[config.mk]
export PLATFORM = sky130hd
export DESIGN_NAME = vdic_sqrt
export DESIGN_NICKNAME = d
export VERILOG_FILES = /design/src/rtl/vdic_pkg.sv /design/src/rtl/vdic_sqrt.sv
export SDC_FILE = /design/constraint.sdc
export NUM_CORES = 2
export LEC_CHECK = 0
export BUFFER_PORTS_ARGS = -buffer_cell sky130_fd_sc_hd__buf_4
export CORE_ASPECT_RATIO = 1.25
export CORE_UTILIZATION = 25
export CTS_BUF_LIST = sky130_fd_sc_hd__clkbuf_16
export DETAILED_ROUTE_END_ITERATION = 8
export MAX_ROUTING_LAYER = met4
export PLACE_DENSITY = 0.46
export SKIP_CTS_REPAIR_TIMING = 1
export SLEW_MARGIN = 20
export SYNTH_ARGS = -nofsm -noshare
export SYNTH_HDL_FRONTEND = slang
export SYNTH_MEMORY_MAX_BITS = 65536
export SYNTH_SLANG_ARGS = --single-unit
[constraint.sdc]
create_clock -name clk -period 3 [get_ports clk]
set_input_delay 0.75 -clock clk [delete_from_list [all_inputs] [get_ports clk]]
set_output_delay 0.75 -clock clk [all_outputs]
set_load 0.05 [all_outputs]
[src/rtl/vdic_pkg.sv]
package vdic_pkg;

    localparam int FRAC_BITS  = 16;
    localparam int DATA_W     = 32;
    localparam int STEP_W     = 17;
    localparam int BOUND_W    = 31;
    localparam int MASS_W     = 31;
    localparam int DT2_W      = 2 * STEP_W - FRAC_BITS;
    localparam int PROD_MAG_W = MASS_W + DT2_W;
    localparam int SQ_IN_W    = 64;
    localparam int SQ_OUT_W   = 32;
    localparam int SQ_REM_W   = 36;
    localparam int DIV_STAGES = PROD_MAG_W;
    localparam int PAD_STAGES = DIV_STAGES - SQ_OUT_W;
    localparam int LATENCY    = DIV_STAGES + 7;

    localparam logic [STEP_W-1:0]  TIME_STEP_RST = STEP_W'(137);
    localparam logic [STEP_W-1:0]  DRAG_COEF_RST = STEP_W'(3277);
    localparam logic [BOUND_W-1:0] BOUND_MAX_RST = BOUND_W'(67043328);

    typedef enum logic [1:0] {
        REG_TIME_STEP,
        REG_DRAG_COEF,
        REG_BOUND_MAX_X,
        REG_BOUND_MAX_Y
    } cfg_index_t;

    typedef struct packed {
        logic signed [DATA_W-1:0] pos_x;
        logic signed [DATA_W-1:0] pos_y;
        logic signed [DATA_W-1:0] old_x;
        logic signed [DATA_W-1:0] old_y;
        logic signed [DATA_W-1:0] acc_x;
        logic signed [DATA_W-1:0] acc_y;
        logic        [MASS_W-1:0] mass;
    } item_t;

    typedef struct packed {
        logic signed [DATA_W-1:0] new_x;
        logic signed [DATA_W-1:0] new_y;
        logic signed [DATA_W-1:0] prev_x;
        logic signed [DATA_W-1:0] prev_y;
        logic                     mass_zero;
    } result_t;

    typedef struct packed {
        logic signed [DATA_W-1:0] px;
        logic signed [DATA_W-1:0] py;
        logic signed [DATA_W-1:0] vx;
        logic signed [DATA_W-1:0] vy;
        logic                     mzero;
        logic                     negx;
        logic                     negy;
    } side_t;

    function automatic logic signed [63:0] sext64(input logic signed [DATA_W-1:0] x);
        return $signed({{(64 - DATA_W){x[DATA_W-1]}}, x});
    endfunction

    function automatic logic signed [DATA_W-1:0] sat32(input logic signed [63:0] x);
        logic signed [63:0] hi;
        logic signed [63:0] lo;
        hi = $signed(64'h0000_0000_7FFF_FFFF);
        lo = $signed(64'hFFFF_FFFF_8000_0000);
        if (x > hi)
            return hi[DATA_W-1:0];
        else if (x < lo)
            return lo[DATA_W-1:0];
        else
            return x[DATA_W-1:0];
    endfunction

    function automatic logic signed [DATA_W-1:0] clamp_box(input logic signed [63:0] x,
                                                           input logic [BOUND_W-1:0] hi);
        logic signed [63:0] hi_s;
        hi_s = $signed({{(64 - BOUND_W){1'b0}}, hi});
        if (x[63])
            return '0;
        else if (x > hi_s)
            return hi_s[DATA_W-1:0];
        else
            return x[DATA_W-1:0];
    endfunction

endpackage

[src/rtl/vdic_sqrt.sv]
module vdic_sqrt import vdic_pkg::*;
(
    input  logic                clk,
    input  logic                adv,
    input  logic [SQ_IN_W-1:0]  radicand,
    output logic [SQ_OUT_W-1:0] root
);

    logic [SQ_REM_W-1:0] rem_reg  [SQ_OUT_W];
    logic [SQ_OUT_W-1:0] root_reg [SQ_OUT_W];
    logic [SQ_IN_W-1:0]  rad_reg  [SQ_OUT_W];

    for (genvar i = 0; i < SQ_OUT_W; i++) begin : g_stage
        logic [SQ_REM_W-1:0] rem_in;
        logic [SQ_OUT_W-1:0] root_in;
        logic [SQ_IN_W-1:0]  rad_in;
        logic [SQ_REM_W-1:0] trial_rem;
        logic [SQ_REM_W-1:0] trial;
        logic [SQ_REM_W-1:0] rem_next;
        logic [SQ_OUT_W-1:0] root_next;
        logic [SQ_IN_W-1:0]  rad_next;

        if (i == 0) begin : g_first
            assign rem_in  = '0;
            assign root_in = '0;
            assign rad_in  = radicand;
        end
        else begin : g_rest
            assign rem_in  = rem_reg[i-1];
            assign root_in = root_reg[i-1];
            assign rad_in  = rad_reg[i-1];
        end

        assign trial_rem = {rem_in[SQ_REM_W-3:0], rad_in[SQ_IN_W-1 -: 2]};
        assign trial     = SQ_REM_W'({root_in, 2'b01});

        always_comb
        begin
            if (trial_rem >= trial)
            begin
                rem_next  = trial_rem - trial;
                root_next = {root_in[SQ_OUT_W-2:0], 1'b1};
            end
            else
            begin
                rem_next  = trial_rem;
                root_next = {root_in[SQ_OUT_W-2:0], 1'b0};
            end
            rad_next = {rad_in[SQ_IN_W-3:0], 2'b00};
        end

        always_ff @(posedge clk)
        begin
            if (adv)
            begin
                rem_reg[i]  <= rem_next;
                root_reg[i] <= root_next;
                rad_reg[i]  <= rad_next;
            end
        end
    end

    assign root = root_reg[SQ_OUT_W-1];

endmodule

# Word level (Yosys, flattened, before mapping)
# Memory sizes are Yosys's and may differ from the RTL's.
# Index checks and enable logic that the tools add are counted.
[totals]
reg_bits = 0
latchBits = 0
n_memories = 3
mem_bits_rw = 4160
romBits = 0
[memory_table]
columns = ["memory", "words", "width", "rd", "rd_clocked_by_memory_dff", "wr", "line", "source"]
rows = [
  ["rad_reg", 32, 62, 31, 0, 32, "vdic_sqrt.sv:11", "logic [SQ_IN_W-1:0] rad_reg [SQ_OUT_W];"],
  ["rem_reg", 32, 36, 31, 0, 32, "vdic_sqrt.sv:9", "logic [SQ_REM_W-1:0] rem_reg [SQ_OUT_W];"],
  ["root_reg", 32, 32, 32, 0, 32, "vdic_sqrt.sv:10", "logic [SQ_OUT_W-1:0] root_reg [SQ_OUT_W];"],
]
[op_classes]
bitwise_logic = 0
n_mul = 0
n_div = 0
n_eq_ne = 0
muxes = 66
addsub = 32
reduce_logical = 0
shifts = 0
order_cmp = 32
[op_table]
columns = ["operator", "count"]
rows = [
  ["$mux W36", 32],
  ["$ge A36 B34 Y1", 31],
  ["$sub A36 B34 Y36", 31],
  ["$mux W1", 34],
  ["$sub A2 B1 Y3 const B", 1],
  ["$ge A2 B1 Y1 const B", 1],
]

# Logic depth before layout (Yosys ltp)
# An unclocked memory read counts as a cell.
[depth]
ltp_word = 3
ltp_mapped = 14
mapped_depth_nobuf = 13

# Worst setup path before layout
# No wires, ideal clock.
[synth_timing]
kind = "reg-to-reg"
startpoint = "memory rem_reg[27][0], in the netlist rem_reg[1][396]"
endpoint = "memory rem_reg[28][1], in the netlist rem_reg[1][433] (data pin)"
t_required_ns = 2.733
synth_period_minus_slack_ns = 3.233
path_slack_ns = -0.233
setup_time_ns = 0.267
path_stages_with_launch = 12
arrival_time_ns = 2.965
cell_sequence = "edfxtp_1 > ha_1 > nor2b_1 > o31a_1 > o21a_1 > a221o_1 > a21oi_1 > o311ai_0 > a21oi_1 > buf_2 > buf_1 > o21ai_0"
[synth_lines]
columns = ["element", "line"]
rows = [
  ["from (decl)", "vdic_sqrt.sv:9"],
]

==> impl_metrics.ini <==
[global_routing]
gr-total-overflow = 0
grt_pass1_vias = 78900
grt_usage_pct = 12.3
grt_max_degree = 113
grt_pass1_wl_mm = 449
antenna_found_initial = 1

[placement]
post_dp_cell_area_sq_um = 138000
place.gp.congestion = 0.858
hpwlAfterDp_mm = 216
portBuffers = 97

[worst_hold_path]
hold_path.class = primary input to register
whs_path_depth = 2
min_to = root_reg[0][0]$_DFFE_PP_
hp-start = radicand[63]

[die]
coreArea_sq_um = 469000
die_area_sq_um = 474000
die_w_um = 616
dieHeight_um = 769
rows = 281
io_pins = 98
start_util_pct = 25.1

[run_status]
run_status = finished, violations left
violations = setup timing

[yosys]
synth.avg_cell_area_sq_um = 12.9
syn_inst = 9152
synthTopCellsByArea = edfxtp_1 64%, ha_1 6.0%, xnor2_1 3.4%
synth_edf_count = 2523
async_reset_ff_share_pct = 0
ys_seq_elements = 2523
syn-num-nets = 9780
synth_top_area_share_pct = 64.3
ys_types = 97
dominantRegCellSynth = edfxtp_1
yosysSeqAreaShare_pct = 64.3
yosysWarningCount = 0
synth_top_cell_by_area = edfxtp_1
syn-cell-area_sq_um = 118000

[final_layout]
fin_area_sq_um = 157000
layout.nets = 11800
synthToLayoutAreaGrowth_pct = 33.2
drive_gt1_share_pct = 28.4
largest_reg_flops = 1003
fill_cells = 45900

[critical_path]
end_kind = register
startpoint_type = register
worst_ep_arrival_time_ps = 3880
reg2regPathDepth = 9
cp.required_ps = 3610
criticalPathCategory = register to register
worstReg2RegStart = rem_reg[0][562]$_DFFE_PP_
worstReg2RegEnd = rem_reg[1][11]$_DFFE_PP_
regToRegSetupSlack_ps = -270
cp_max_fo = 6

[route]
vias = 78200
wl_per_cell_um = 17.2
firstDrtPassIters = 5
ant_nets = 0
drc = 0
drt_iter0_markers = 4163
totalWireLength_mm = 304
vias_per_cell = 4.43

[clock_tree]
cts_max_level = 5
root_buffer = clkbuf_16
cts_made_buffers = 294
cts_buffer_depth = 4
path_clk_slew_ps = 50
cts_tree = yes
cts.sinks = 2523
clk_latency_ps = 960

[timing]
setup_viol = 239
clock.fmax_mhz = 306
rsz0062_at_grt = true
max_slew_margin_pct = 45.5
fin_skew_ps = 107
worstMarginPinSlew_ps = 810
period_minus_slack_ps = 3270
hold_viol_final = 0
post-route-period-util_pct = 109
fin_ws_ps = -267
setup_tns_ps = -21930
drv_slew = 0

[power]
swShare_pct = 29.2
powerDensity_nw_per_um2 = 720
power_mw = 113
p_leak_nw = 60.9
pwr-share-seq_pct = 42.2
comb_power_share_pct = 25.1
vdd_drop_max_mv = 0.665
p_clk_share_pct = 32.6
p_sw_mw = 33.0
intPower_mw = 80.1

[job]
cap_violations = 0
## synthesized netlist by cell type (41+ instances only)
master / number
edfxtp_1: 2523
inv_1: 714
nand2_1: 679
ha_1: 562
a21oi_1: 550
nor2_1: 514
o21ai_0: 505
xnor2_1: 463
xor2_1: 378
a21o_1: 282
nor3_1: 226
nand3_1: 183
clkbuf_1: 157
nor4_1: 119
nand4_1: 107
o21a_1: 99
nand2b_1: 92
nor2b_1: 72
or3_1: 71
and3_1: 61
a211oi_1: 55
o31ai_1: 52
mux2_2: 47
o21bai_1: 47
a31oi_1: 45
or4_1: 44
or2_2: 41
## how the worst max path moves through the flow
stage                                 to  slack (ps)                      start
2_1_floorplan   rem_reg[1][11]$_DFFE_PP_        -150  rem_reg[0][560]$_DFFE_PP_
3_3_place_gp   rem_reg[1][386]$_DFFE_PP_        -480  rem_reg[1][329]$_DFFE_PP_
3_5_place_dp   rem_reg[1][245]$_DFFE_PP_        -460  rem_reg[1][184]$_DFFE_PP_
4_1_cts        rem_reg[1][245]$_DFFE_PP_        -520  rem_reg[1][184]$_DFFE_PP_
5_1_grt        rem_reg[0][437]$_DFFE_PP_        -340  rem_reg[0][417]$_DFFE_PP_
6_report        rem_reg[1][11]$_DFFE_PP_        -270  rem_reg[0][562]$_DFFE_PP_
## layout make-up
class | count | area [sq um] | area share (%)
clock inverter | 231 | 2400 | 1.53
antenna | 2 | 5.00 | 0.00319
timing repair inverter | 2 | 11.3 | 0.00718
timing repair buffer | 1917 | 16600 | 10.6
clock buffer | 299 | 7480 | 4.77
sequential | 2523 | 75800 | 48.3
tap | 6226 | 7790 | 4.97
inverter | 720 | 2750 | 1.75
multi-input combinational | 5726 | 44000 | 28.1
## kinds of logic after synthesis
logic type	synth area share (%)
AND/OR/NAND/NOR	10.0
multiplexers	0.513
buffers and inverters	2.91
AO/OA/AOI/OAI	9.98
adder cells (fa/ha/maj)	5.97
flip-flops	64.3
other	0.00318
XOR/XNOR	6.25
## metal layers
metal  vias to the layer above  track usage (%)  share of wire, %
li1                      38000                -                 -
met4                         0             5.35               4.8
met2                      1317             22.9                54
met1                     38100             12.8                38
met3                       688             1.65               3.1
met5                         -                -                 0
## stage by stage
| stage | hold WS [ps] | setup WS (ps) | std cells | util (%) |
|---|---|---|---|---|
| detailed placement | 405 | -455 | 16800 | 29.4 |
| global route | 2.12 | -344 | 17600 | 33.5 |
| CTS | -160 | -516 | 17300 | 31.5 |
| finish | 70.7 | -267 | 17600 | 33.5 |
| floorplan | 400 | -149 | 9152 | - |
| global placement | 400 | -476 | 16800 | 29.4 |
## critical path: stages (launching register included)
cell and delay (ps):
edfxtp_1 380, or4_4 570, nor3_4 200, nand2b_4 70, or4_4 430, or3_4 380
a311oi_4 250, and2_4 270, inv_8 80, mux2_4 300
## power by group through the flow
stage	registers, mW	clock network (mW)	logic (mW)
detailed placement	48.3	0	24.8
finish	47.7	36.9	28.4
floorplan	46.9	0	14.5
CTS	47.7	38.5	24.9
global route	48.2	39.6	31.0
global placement	48.3	0	24.5
## layout by cell type (no fill, tap or decap), types with 42 or more instances in the layout
cell type,netlist,layout
inv_1,714,728
nor2_1,514,433
buf_6,2,74
nor4_1,119,78
xnor2_1,463,436
nor2b_1,72,60
buf_12,0,80
or3_1,71,60
o21ai_0,505,332
a21oi_2,1,99
nand2_2,0,50
o21ai_2,0,82
xor2_1,378,377
clkinv_2,0,50
edfxtp_1,2523,2523
nand2b_1,92,89
nand2_1,679,612
bufinv_16,0,42
a21o_1,282,281
o21ai_1,5,83
o21a_1,99,98
nand4_1,107,107
clkbuf_16,0,335
nor2_4,0,55
nand3_1,183,150
buf_4,2,1643
ha_4,0,60
nor3_1,226,172
ha_1,562,492
a21oi_1,550,432
o21bai_1,47,45
dlygate4sd3_1,0,61
clkinv_1,2,52
and3_1,61,52
Note: power is estimated with default switching activity, not from simulation.
